--- src/hdl/nearest_point_to_segment_search_unit_assert.svh ---
// ----------------------------------------------------------------------------
// Assertion macros for the nearest point to segment search unit
// Clock clk_i and active-low reset rst_ni are taken from the using module.
// ----------------------------------------------------------------------------
`ifndef NEAREST_POINT_TO_SEGMENT_SEARCH_UNIT_ASSERT_SVH
`define NEAREST_POINT_TO_SEGMENT_SEARCH_UNIT_ASSERT_SVH
`ifndef SYNTHESIS
`define NPSS_ASSERT(lbl, prop, msg) \
  lbl: assert property (@(posedge clk_i) disable iff (!rst_ni) prop) else $error(msg);
`define NPSS_ASSERT_NEVER(lbl, cond, msg) `NPSS_ASSERT(lbl, !(cond), msg)
`else
`define NPSS_ASSERT(lbl, prop, msg)
`define NPSS_ASSERT_NEVER(lbl, cond, msg)
`endif
`endif

--- src/hdl/npss_pkg.sv ---
// ----------------------------------------------------------------------------
// npss_pkg
// Shared types and constants of the nearest point to segment search unit.
// ----------------------------------------------------------------------------
`default_nettype none
package npss_pkg;

  localparam int CoordW = 16;
  localparam int RelW   = CoordW + 1;
  localparam int IdW    = 10;
  localparam int DistW  = 40;
  localparam int LenW   = 36;
  localparam int TW     = 17;
  localparam logic [TW-1:0] T_ONE = 17'h10000;

  localparam logic [2:0] REG_START_X = 3'd0;
  localparam logic [2:0] REG_START_Y = 3'd1;
  localparam logic [2:0] REG_START_Z = 3'd2;
  localparam logic [2:0] REG_END_X   = 3'd3;
  localparam logic [2:0] REG_END_Y   = 3'd4;
  localparam logic [2:0] REG_END_Z   = 3'd5;
  localparam logic [2:0] REG_RADIUS  = 3'd6;

  typedef struct packed {
    logic signed [CoordW-1:0] start_x;
    logic signed [CoordW-1:0] start_y;
    logic signed [CoordW-1:0] start_z;
    logic signed [CoordW-1:0] end_x;
    logic signed [CoordW-1:0] end_y;
    logic signed [CoordW-1:0] end_z;
    logic [31:0]              radius_sqr;
  } npss_cfg_t;

  typedef struct packed {
    logic signed [RelW-1:0] rx;
    logic signed [RelW-1:0] ry;
    logic signed [RelW-1:0] rz;
    logic [IdW-1:0]         id;
    logic                   skip;
    logic                   last;
  } npss_entry_t;

endpackage
`default_nettype wire

--- src/hdl/nearest_point_to_segment_search_unit.sv ---
// ----------------------------------------------------------------------------
// nearest_point_to_segment_search_unit
// Nearest candidate point to a query segment, within a search radius.
//
//   channel  dir  handshake               payload
//   s_axis   in   tvalid/tready           tdata x,y,z,id; tuser skip; tlast
//   m_axis   out  tvalid/tready           tdata found,id,dist
//   cfg      in   cfg_we_i                cfg_idx_i, cfg_wdata_i
//
// In the back, a skipped candidate goes straight to the decide step, and
// any other takes six shared multiply steps, up to sixteen radix-2 divider
// steps, six more multiply steps and one decide step; all multiply steps
// share the single multiplier. Reset clears control state and the running
// best; config registers reset to zero. A stalled result blocks the back
// only at the next scan end; front and queue take candidates till the queue fills.
// ----------------------------------------------------------------------------
`default_nettype none
module nearest_point_to_segment_search_unit #(
  parameter int QUEUE_DEPTH = 2
) (
  input  wire logic        clk_i,
  input  wire logic        rst_ni,
  input  wire logic        s_axis_tvalid,
  output logic             s_axis_tready,
  input  wire logic [63:0] s_axis_tdata,  // cand_x, cand_y, cand_z, cand_id, pad
  input  wire logic        s_axis_tuser,  // skip_entry
  input  wire logic        s_axis_tlast,
  output logic             m_axis_tvalid,
  input  wire logic        m_axis_tready,
  output logic [55:0]      m_axis_tdata,  // found, nearest_id, nearest_dist_sqr, pad
  input  wire logic        cfg_we_i,
  input  wire logic [2:0]  cfg_idx_i,
  input  wire logic [15:0] cfg_wdata_i
);

  npss_pkg::npss_cfg_t   cfg;
  npss_pkg::npss_entry_t f_ent, q_ent;
  logic signed [15:0] sx_q, sy_q, sz_q, ex_q, ey_q, ez_q;
  logic [15:0] rad_q;
  logic [31:0] rsq_q;
  logic f_push, q_ready, q_valid, q_pop;

  always_ff @(posedge clk_i or negedge rst_ni) begin
    if (!rst_ni) begin
      sx_q  <= '0;
      sy_q  <= '0;
      sz_q  <= '0;
      ex_q  <= '0;
      ey_q  <= '0;
      ez_q  <= '0;
      rad_q <= '0;
      rsq_q <= '0;
    end else begin
      rsq_q <= rad_q * rad_q;
      if (cfg_we_i) begin
        case (cfg_idx_i)
          npss_pkg::REG_START_X: sx_q  <= cfg_wdata_i;
          npss_pkg::REG_START_Y: sy_q  <= cfg_wdata_i;
          npss_pkg::REG_START_Z: sz_q  <= cfg_wdata_i;
          npss_pkg::REG_END_X:   ex_q  <= cfg_wdata_i;
          npss_pkg::REG_END_Y:   ey_q  <= cfg_wdata_i;
          npss_pkg::REG_END_Z:   ez_q  <= cfg_wdata_i;
          npss_pkg::REG_RADIUS:  rad_q <= cfg_wdata_i;
          default: ;
        endcase
      end
    end
  end

  assign cfg.start_x    = sx_q;
  assign cfg.start_y    = sy_q;
  assign cfg.start_z    = sz_q;
  assign cfg.end_x      = ex_q;
  assign cfg.end_y      = ey_q;
  assign cfg.end_z      = ez_q;
  assign cfg.radius_sqr = rsq_q;

  npss_front u_front (
    .clk_i        (clk_i),
    .rst_ni       (rst_ni),
    .cfg_i        (cfg),
    .in_valid_i   (s_axis_tvalid),
    .in_ready_o   (s_axis_tready),
    .in_data_i    (s_axis_tdata),
    .in_skip_i    (s_axis_tuser),
    .in_last_i    (s_axis_tlast),
    .push_o       (f_push),
    .push_ready_i (q_ready),
    .entry_o      (f_ent)
  );

  npss_queue #(.DEPTH(QUEUE_DEPTH)) u_queue (
    .clk_i        (clk_i),
    .rst_ni       (rst_ni),
    .push_i       (f_push),
    .push_ready_o (q_ready),
    .push_data_i  (f_ent),
    .pop_valid_o  (q_valid),
    .pop_i        (q_pop),
    .pop_data_o   (q_ent)
  );

  npss_back u_back (
    .clk_i       (clk_i),
    .rst_ni      (rst_ni),
    .cfg_i       (cfg),
    .q_valid_i   (q_valid),
    .q_pop_o     (q_pop),
    .q_data_i    (q_ent),
    .out_valid_o (m_axis_tvalid),
    .out_ready_i (m_axis_tready),
    .out_data_o  (m_axis_tdata)
  );

endmodule
`default_nettype wire

--- src/hdl/npss_front.sv ---
// ----------------------------------------------------------------------------
// npss_front
// Accepts candidate requests and forms their offset from the segment start.
// ----------------------------------------------------------------------------
`default_nettype none
module npss_front (
  input  wire logic                  clk_i,
  input  wire logic                  rst_ni,
  input  wire npss_pkg::npss_cfg_t   cfg_i,
  input  wire logic                  in_valid_i,
  output logic                       in_ready_o,
  input  wire logic [63:0]           in_data_i,
  input  wire logic                  in_skip_i,
  input  wire logic                  in_last_i,
  output logic                       push_o,
  input  wire logic                  push_ready_i,
  output npss_pkg::npss_entry_t      entry_o
);

  logic                  valid_q, valid_d;
  npss_pkg::npss_entry_t ent_q, ent_d;
  logic signed [npss_pkg::CoordW-1:0] px, py, pz;

  assign px = $signed(in_data_i[15:0]);
  assign py = $signed(in_data_i[31:16]);
  assign pz = $signed(in_data_i[47:32]);

  assign in_ready_o = !valid_q || push_ready_i;
  assign push_o     = valid_q;
  assign entry_o    = ent_q;

  always_comb begin
    valid_d = valid_q;
    ent_d   = ent_q;
    if (in_ready_o) begin
      valid_d    = in_valid_i;
      ent_d.rx   = npss_pkg::RelW'(px) - npss_pkg::RelW'(cfg_i.start_x);
      ent_d.ry   = npss_pkg::RelW'(py) - npss_pkg::RelW'(cfg_i.start_y);
      ent_d.rz   = npss_pkg::RelW'(pz) - npss_pkg::RelW'(cfg_i.start_z);
      ent_d.id   = in_data_i[57:48];
      ent_d.skip = in_skip_i;
      ent_d.last = in_last_i;
    end
  end

  always_ff @(posedge clk_i or negedge rst_ni) begin
    if (!rst_ni) begin
      valid_q <= 1'b0;
    end else begin
      valid_q <= valid_d;
    end
  end

  always_ff @(posedge clk_i) begin
    ent_q <= ent_d;
  end

endmodule
`default_nettype wire

--- src/hdl/npss_queue.sv ---
// ----------------------------------------------------------------------------
// npss_queue
// Small request queue between the front and the back.
// ----------------------------------------------------------------------------
`default_nettype none
module npss_queue #(
  parameter int DEPTH = 2
) (
  input  wire logic                  clk_i,
  input  wire logic                  rst_ni,
  input  wire logic                  push_i,
  output logic                       push_ready_o,
  input  wire npss_pkg::npss_entry_t push_data_i,
  output logic                       pop_valid_o,
  input  wire logic                  pop_i,
  output npss_pkg::npss_entry_t      pop_data_o
);

  localparam int PW = $clog2(DEPTH);
  localparam int CW = $clog2(DEPTH + 1);

  npss_pkg::npss_entry_t mem [DEPTH];
  logic [PW-1:0] wr_q, wr_d, rd_q, rd_d;
  logic [CW-1:0] cnt_q, cnt_d;
  logic          do_push, do_pop;

  assign push_ready_o = (cnt_q != CW'(DEPTH));
  assign pop_valid_o  = (cnt_q != '0);
  assign do_push      = push_i && push_ready_o;
  assign do_pop       = pop_i && pop_valid_o;
  assign pop_data_o   = mem[rd_q];

  always_comb begin
    wr_d  = wr_q;
    rd_d  = rd_q;
    cnt_d = cnt_q;
    if (do_push) begin
      wr_d = (wr_q == PW'(DEPTH - 1)) ? '0 : wr_q + 1'b1;
    end
    if (do_pop) begin
      rd_d = (rd_q == PW'(DEPTH - 1)) ? '0 : rd_q + 1'b1;
    end
    if (do_push && !do_pop) begin
      cnt_d = cnt_q + 1'b1;
    end else if (!do_push && do_pop) begin
      cnt_d = cnt_q - 1'b1;
    end
  end

  always_ff @(posedge clk_i or negedge rst_ni) begin
    if (!rst_ni) begin
      wr_q  <= '0;
      rd_q  <= '0;
      cnt_q <= '0;
    end else begin
      wr_q  <= wr_d;
      rd_q  <= rd_d;
      cnt_q <= cnt_d;
    end
  end

  always_ff @(posedge clk_i) begin
    if (do_push) begin
      mem[wr_q] <= push_data_i;
    end
  end

`include "nearest_point_to_segment_search_unit_assert.svh"

  `NPSS_ASSERT(a_cnt_bound, cnt_q <= CW'(DEPTH), "queue count exceeds depth")
  `NPSS_ASSERT_NEVER(a_pop_empty, pop_i && !pop_valid_o, "pop from empty queue")
  `NPSS_ASSERT(a_cnt_step, do_push && !do_pop |=> cnt_q == $past(cnt_q) + 1'b1,
               "queue count did not advance on push")

endmodule
`default_nettype wire

--- src/hdl/npss_back.sv ---
// ----------------------------------------------------------------------------
// npss_back
// Sequencer: projection, radix-2 division, distance and running best.
// ----------------------------------------------------------------------------
`default_nettype none
module npss_back (
  input  wire logic                  clk_i,
  input  wire logic                  rst_ni,
  input  wire npss_pkg::npss_cfg_t   cfg_i,
  input  wire logic                  q_valid_i,
  output logic                       q_pop_o,
  input  wire npss_pkg::npss_entry_t q_data_i,
  output logic                       out_valid_o,
  input  wire logic                  out_ready_i,
  output logic [55:0]                out_data_o
);

  localparam logic [2:0] ST_IDLE   = 3'd0;
  localparam logic [2:0] ST_MAC    = 3'd1;
  localparam logic [2:0] ST_DIV    = 3'd2;
  localparam logic [2:0] ST_PROJ   = 3'd3;
  localparam logic [2:0] ST_DIST   = 3'd4;
  localparam logic [2:0] ST_DECIDE = 3'd5;

  localparam int RW = npss_pkg::RelW;
  localparam int OW = RW + 2;
  localparam int LW = npss_pkg::LenW;
  localparam int DW = npss_pkg::DistW;

  logic [2:0] st_q, st_d, ph_q, ph_d;
  logic [3:0] cnt_q, cnt_d;
  npss_pkg::npss_entry_t ent_q, ent_d;
  logic signed [DW-1:0] acc_q, acc_d, acc_sum;
  logic [LW-1:0]        len_q, len_d;
  logic [LW:0]          rem_q, rem_d, rem_sh;
  logic [npss_pkg::TW-1:0] t_q, t_d;
  logic signed [OW-1:0] ox_q, ox_d, oy_q, oy_d, oz_q, oz_d, o_new;
  logic [DW-1:0]        dist_q, dist_d;
  logic signed [RW-1:0] dx, dy, dz, dsel, rsel;
  logic signed [OW-1:0] osel, mul_a, mul_b;
  logic signed [2*OW-1:0] prod;
  logic signed [RW:0]   fl;
  logic [DW-1:0]        best_dist_q, best_dist_d, thr, nb_dist;
  logic [npss_pkg::IdW-1:0] best_id_q, best_id_d, nb_id;
  logic                 best_valid_q, best_valid_d, nb_valid, upd;
  logic                 out_valid_q, out_valid_d;
  logic [55:0]          out_data_q, out_data_d;

  assign dx = RW'(cfg_i.end_x) - RW'(cfg_i.start_x);
  assign dy = RW'(cfg_i.end_y) - RW'(cfg_i.start_y);
  assign dz = RW'(cfg_i.end_z) - RW'(cfg_i.start_z);

  // axis select: phases 0..2 and 3..5 both walk x, y, z
  always_comb begin
    case (ph_q)
      3'd0, 3'd3: begin dsel = dx; rsel = ent_q.rx; osel = ox_q; end
      3'd1, 3'd4: begin dsel = dy; rsel = ent_q.ry; osel = oy_q; end
      3'd2, 3'd5: begin dsel = dz; rsel = ent_q.rz; osel = oz_q; end
      default:    begin dsel = dx; rsel = ent_q.rx; osel = ox_q; end
    endcase
  end

  // one shared multiplier
  always_comb begin
    case (st_q)
      ST_MAC: begin
        mul_a = (ph_q < 3'd3) ? OW'(dsel) : OW'(rsel);
        mul_b = OW'(dsel);
      end
      ST_PROJ: begin
        mul_a = OW'(dsel);
        mul_b = $signed({2'b00, t_q});
      end
      default: begin
        mul_a = osel;
        mul_b = osel;
      end
    endcase
  end

  assign prod    = mul_a * mul_b;
  assign acc_sum = acc_q + DW'(prod);
  assign fl      = $signed(prod[2*RW-1:16]);
  assign o_new   = OW'(rsel) - OW'(fl);
  assign rem_sh  = {rem_q[LW-1:0], 1'b0};

  assign thr      = best_valid_q ? best_dist_q : DW'(cfg_i.radius_sqr);
  assign upd      = !ent_q.skip && (dist_q <= thr);
  assign nb_valid = upd || best_valid_q;
  assign nb_id    = upd ? ent_q.id : best_id_q;
  assign nb_dist  = upd ? dist_q : best_dist_q;

  always_comb begin
    st_d         = st_q;
    ph_d         = ph_q;
    cnt_d        = cnt_q;
    ent_d        = ent_q;
    acc_d        = acc_q;
    len_d        = len_q;
    rem_d        = rem_q;
    t_d          = t_q;
    ox_d         = ox_q;
    oy_d         = oy_q;
    oz_d         = oz_q;
    dist_d       = dist_q;
    best_dist_d  = best_dist_q;
    best_id_d    = best_id_q;
    best_valid_d = best_valid_q;
    out_valid_d  = out_valid_q && !out_ready_i;
    out_data_d   = out_data_q;
    q_pop_o      = 1'b0;
    case (st_q)
      ST_IDLE: begin
        if (q_valid_i) begin
          q_pop_o = 1'b1;
          ent_d   = q_data_i;
          acc_d   = '0;
          ph_d    = '0;
          st_d    = q_data_i.skip ? ST_DECIDE : ST_MAC;
        end
      end
      ST_MAC: begin
        ph_d  = ph_q + 1'b1;
        acc_d = acc_sum;
        if (ph_q == 3'd2) begin
          len_d = LW'(acc_sum);
          acc_d = '0;
        end else if (ph_q == 3'd5) begin
          ph_d = '0;
          st_d = ST_PROJ;
          if (len_q == '0 || acc_sum <= 0) begin
            t_d = '0;
          end else if (acc_sum >= $signed({4'b0000, len_q})) begin
            t_d = npss_pkg::T_ONE;
          end else begin
            rem_d = (LW + 1)'(acc_sum);
            t_d   = '0;
            cnt_d = '0;
            st_d  = ST_DIV;
          end
        end
      end
      ST_DIV: begin
        cnt_d = cnt_q + 1'b1;
        if (rem_sh >= {1'b0, len_q}) begin
          rem_d = rem_sh - {1'b0, len_q};
          t_d   = {t_q[npss_pkg::TW-2:0], 1'b1};
        end else begin
          rem_d = rem_sh;
          t_d   = {t_q[npss_pkg::TW-2:0], 1'b0};
        end
        if (cnt_q == 4'd15) begin
          st_d = ST_PROJ;
        end
      end
      ST_PROJ: begin
        ph_d = ph_q + 1'b1;
        case (ph_q)
          3'd0:    ox_d = o_new;
          3'd1:    oy_d = o_new;
          default: oz_d = o_new;
        endcase
        if (ph_q == 3'd2) begin
          ph_d  = '0;
          acc_d = '0;
          st_d  = ST_DIST;
        end
      end
      ST_DIST: begin
        ph_d  = ph_q + 1'b1;
        acc_d = acc_sum;
        if (ph_q == 3'd2) begin
          dist_d = DW'(acc_sum);
          st_d   = ST_DECIDE;
        end
      end
      ST_DECIDE: begin
        if (!ent_q.last) begin
          best_valid_d = nb_valid;
          best_id_d    = nb_id;
          best_dist_d  = nb_dist;
          st_d         = ST_IDLE;
        end else if (!out_valid_q || out_ready_i) begin
          // emit the scan result and clear the running best
          out_valid_d  = 1'b1;
          out_data_d   = {5'b0, nb_valid ? nb_dist : DW'(cfg_i.radius_sqr),
                          nb_valid ? nb_id : '0, nb_valid};
          best_valid_d = 1'b0;
          best_id_d    = '0;
          best_dist_d  = '0;
          st_d         = ST_IDLE;
        end
      end
      default: st_d = ST_IDLE;
    endcase
  end

  always_ff @(posedge clk_i or negedge rst_ni) begin
    if (!rst_ni) begin
      st_q         <= ST_IDLE;
      ph_q         <= '0;
      cnt_q        <= '0;
      t_q          <= '0;
      len_q        <= '0;
      best_valid_q <= 1'b0;
      best_id_q    <= '0;
      best_dist_q  <= '0;
      out_valid_q  <= 1'b0;
    end else begin
      st_q         <= st_d;
      ph_q         <= ph_d;
      cnt_q        <= cnt_d;
      t_q          <= t_d;
      len_q        <= len_d;
      best_valid_q <= best_valid_d;
      best_id_q    <= best_id_d;
      best_dist_q  <= best_dist_d;
      out_valid_q  <= out_valid_d;
    end
  end

  always_ff @(posedge clk_i) begin
    ent_q      <= ent_d;
    acc_q      <= acc_d;
    rem_q      <= rem_d;
    ox_q       <= ox_d;
    oy_q       <= oy_d;
    oz_q       <= oz_d;
    dist_q     <= dist_d;
    out_data_q <= out_data_d;
  end

  assign out_valid_o = out_valid_q;
  assign out_data_o  = out_data_q;

`include "nearest_point_to_segment_search_unit_assert.svh"

  `NPSS_ASSERT(a_t_range, t_q <= npss_pkg::T_ONE, "projection parameter above one")
  `NPSS_ASSERT_NEVER(a_div_zero, st_q == ST_DIV && len_q == '0, "divide by zero length")
  `NPSS_ASSERT(a_emit_src, $rose(out_valid_q) |-> $past(st_q) == ST_DECIDE,
               "result raised outside decide step")

endmodule
`default_nettype wire
--- config.mk ---
export PLATFORM = sky130hd
export DESIGN_NAME = nearest_point_to_segment_search_unit
export DESIGN_NICKNAME = d
export VERILOG_FILES = /design/src/hdl/npss_pkg.sv /design/src/hdl/nearest_point_to_segment_search_unit.sv /design/src/hdl/npss_front.sv /design/src/hdl/npss_queue.sv /design/src/hdl/npss_back.sv
export VERILOG_INCLUDE_DIRS = /design/src /design/src/hdl
export SDC_FILE = /design/constraint.sdc
export NUM_CORES = 2
export LEC_CHECK = 0
export ABC_AREA = 1
export BUFFER_PORTS_ARGS = -buffer_cell sky130_fd_sc_hd__buf_2
export CORE_MARGIN = 3
export CORE_UTILIZATION = 52
export CTS_CLUSTER_DIAMETER = 100
export DETAILED_ROUTE_END_ITERATION = 7
export HOLD_SLACK_MARGIN = 0.12
export PLACE_DENSITY = 0.68
export REMOVE_ABC_BUFFERS = 1
export SYNTH_ARGS = -nofsm -noshare
export SYNTH_HDL_FRONTEND = slang
export SYNTH_SLANG_ARGS = --single-unit
--- constraint.sdc ---
create_clock -name clk_i -period 16.6 [get_ports clk_i]
set_clock_uncertainty 0.1 [all_clocks]
set_input_delay 0 -clock clk_i [delete_from_list [all_inputs] [get_ports clk_i]]
set_output_delay 0 -clock clk_i [all_outputs]
set_load 0.02 [all_outputs]
==> impl_results.md <==
* Most frequent cells in the layout: nand2_1 (1846), inv_1 (1349), fa_1 (542), ha_1 (482), edfxtp_1 (476)
* Die X at 352 um
* 1st-pass router iterations at 8
* Total negative slack at 0 ps
* CP Capture Type: register
* Run status: complete, no violations
* Async SR Flop Fraction at 35.6%
* Area Growth Syn to Fin at 10.2%
* Slew headroom at 22.5%
* Period utilization at 84.4%
* Ys Warns at 0
* H-Tree Depth at 3
* Number of port buffers at 136
* RD Place Congestion at 0.962
* Final core occ at 57.9%
* Cell variety after synth at 68
* Final Hold Viols at 0
* Total CTS buffers at 82
* Post-CTS setup buffer count at 0
* Worst-path clk slew at 60 ps
* Pre-CTS setup slack at 2820 ps
* Routed WL at 172 mm
* Initial core utilization at 52.5%
* Drc violations at 0
* Number of nets in the layout at 8531
* Critical-path top delay cell: o211ai_1
* Worst skew pair latency at 680 ps
* Initial antenna violation count at 3
* Share of cells above drive strength 1 at 7.20%
* Worst-margin pin slew at 1160 ps
* Post-synthesis sequential area ratio at 33.6%
* Fillers at 10400
* Die Span Y at 352 um
* Num rows at 126
* Clk root buf: clkbuf_16
* Vias per cell at 5.41
* Clock tree buffer depth at 3
* Post-route setup slack at 2590 ps
* Max-cap viol count at 0
* Synth top area share at 23.0%
* CP arrival at 14250 ps
* Vias in the first global route at 49600
* CP Max Fanout at 45
* CP Class: register to register
* RSZ-0062 raised after global routing: false
* Largest area contributor in the netlist: edfxtp_1
* First-pass GRT wire length at 272 mm
* Endpoints failing setup at 0
* Fin crit period at 14010 ps
* Syn Inst Count at 7215
* Syn Area/Cell at 8.62 um2
* Synth Flop Type: edfxtp_1
* Worst Hold Class: primary input to register
* Worst setup SP type: register
* Number of synthesized flops with an enable pin at 476
* Wire length per cell at 19.0 um
* Total Routing Usage GR at 28.4%
* Worst EP required at 16850 ps
* Final Cell Area at 68500 um2
* Final HPWL DP at 130 mm
* Seq cells post-synth at 739
* Post-placement cell area at 64400 um2
* Synth Cell Area at 62200 um2
* Antenna viol nets, final at 0
* Core area at 118000 um2
* Commonest non-fill, non-tap cell in the layout: nand2_1
* Drt initial violations at 4200
* Final Max Tran Viols at 0
* Clk sinks at 739
* Via count at 49100
* I/O pins at 148
* Die area at 124000 um2
* Largest net degree at the start of global routing at 100
* Synth top area cells: edfxtp_1 (23%), fa_1 (17%), nand2_1 (11%), dfrtp_1 (11%), ha_1 (9.7%)
* Aggregate global routing overflow at 0
* Fmax at 0.0714 GHz
* CTS tree: built
* CP max stage delay at 780 ps
synth_stat cells, types with 19 or more instances:
master and instances:
nand2_1 1847, inv_1 1350, fa_1 542, ha_1 482
edfxtp_1 476, nor2_1 422, o21ai_0 349, a21oi_1 328
nand3_1 267, dfrtp_1 263, clkbuf_1 114, xor2_1 100
or2_2 68, xnor2_1 68, nand4_1 50, nor3_1 41
inv_2 40, o21ai_1 33, buf_2 27, buf_4 26
o211ai_1 26, o22ai_1 24, nand2_2 20, a21o_1 19
sequential cells by signal, indices dropped and copies added (netlist names), 17 cells and up:
register and cells:
u_back.acc_q 40, u_front.entry_o 63, u_back.ox_q 19, u_back.oz_q 19
u_back.best_dist_q 40, u_back.oy_q 19, u_back.dist_q 40, u_queue.mem 126
u_back.out_data_o 51, u_back.rem_q 36, rsq_q 31, u_back.ent_q 63
u_back.len_q 36, u_back.t_q 17
worst max-delay path: cells and delay by family (launching register included):
kind	cells	cell delay (ps)
AO/OA/AOI/OAI	8	2490
AND/OR/NAND/NOR	21	3260
buffers and inverters	16	2180
flip-flops	1	390
adder cells (fa/ha/maj)	11	4720
XOR/XNOR	1	450
layout make-up:
class	instances	area, um2	area share (%)
well taps	1600	2000	2.92
clock inverters	50	671	0.979
repair buffers	306	2290	3.34
flip-flops and latches	739	20900	30.5
clock buffers	101	2270	3.31
multi-input cells	4895	35200	51.3
inverters	1393	5230	7.64
diodes	1	2.50	0.00365
cell families (layout without fill, tap and decap cells):
logic type | Yosys count | count (layout) | synth area share, %
AO/OA/AOI/OAI | 915 | 915 | 8.43
XOR/XNOR | 169 | 169 | 2.39
adder cells (fa/ha/maj) | 1024 | 1024 | 27.2
buffers and inverters | 1585 | 1850 | 10.0
flip-flops | 739 | 739 | 33.6
other | 1 | 6 | 0.00603
AND/OR/NAND/NOR | 2782 | 2782 | 18.4
timing repair:
action / 4_1_cts / 5_1_grt
gates resized for setup: 0 / 0
endpoints found under the hold margin: 376 / 0
hold buffers: 122 / 0
routing by layer:
metal,GRT usage (%),routed length (um)
met1,38.4,72500
met2,45.6,78700
met3,4.65,12700
met4,12.2,8350
met5,0,0
stage by stage:
step / std cells / hold WS [ps]
after floorplan: 7027 / -396
after global placement: 8811 / -112
after detailed placement: 8811 / -112
after CTS: 9084 / 176
after global routing: 9085 / 244
final: 9085 / 222
worst paths after layout:
kind	startpoint	to	slack (ps)	depth (start not counted)
max in group asynchronous	rst_ni	sx_q[0]$_DFFE_PN0P_	14330	5
min reg2reg	u_front.entry_o[36]$_DFFE_PP_	u_queue.mem[1][36]$_DFFE_PP_	340	0
min	cfg_wdata_i[15]	ez_q[15]$_DFFE_PN0P_	220	4
min in group asynchronous	rst_ni	u_back.len_q[21]$_DFFE_PN0P_	400	4
max	u_back.ph_q[0]$_DFFE_PN0P_	u_back.rem_q[7]$_DFFE_PP_	2590	57
max reg2reg	u_back.ph_q[0]$_DFFE_PN0P_	u_back.rem_q[7]$_DFFE_PP_	2590	57
Power is not shown: default switching activity piles up to over one toggle a cycle in this logic, so the estimate is an artifact.
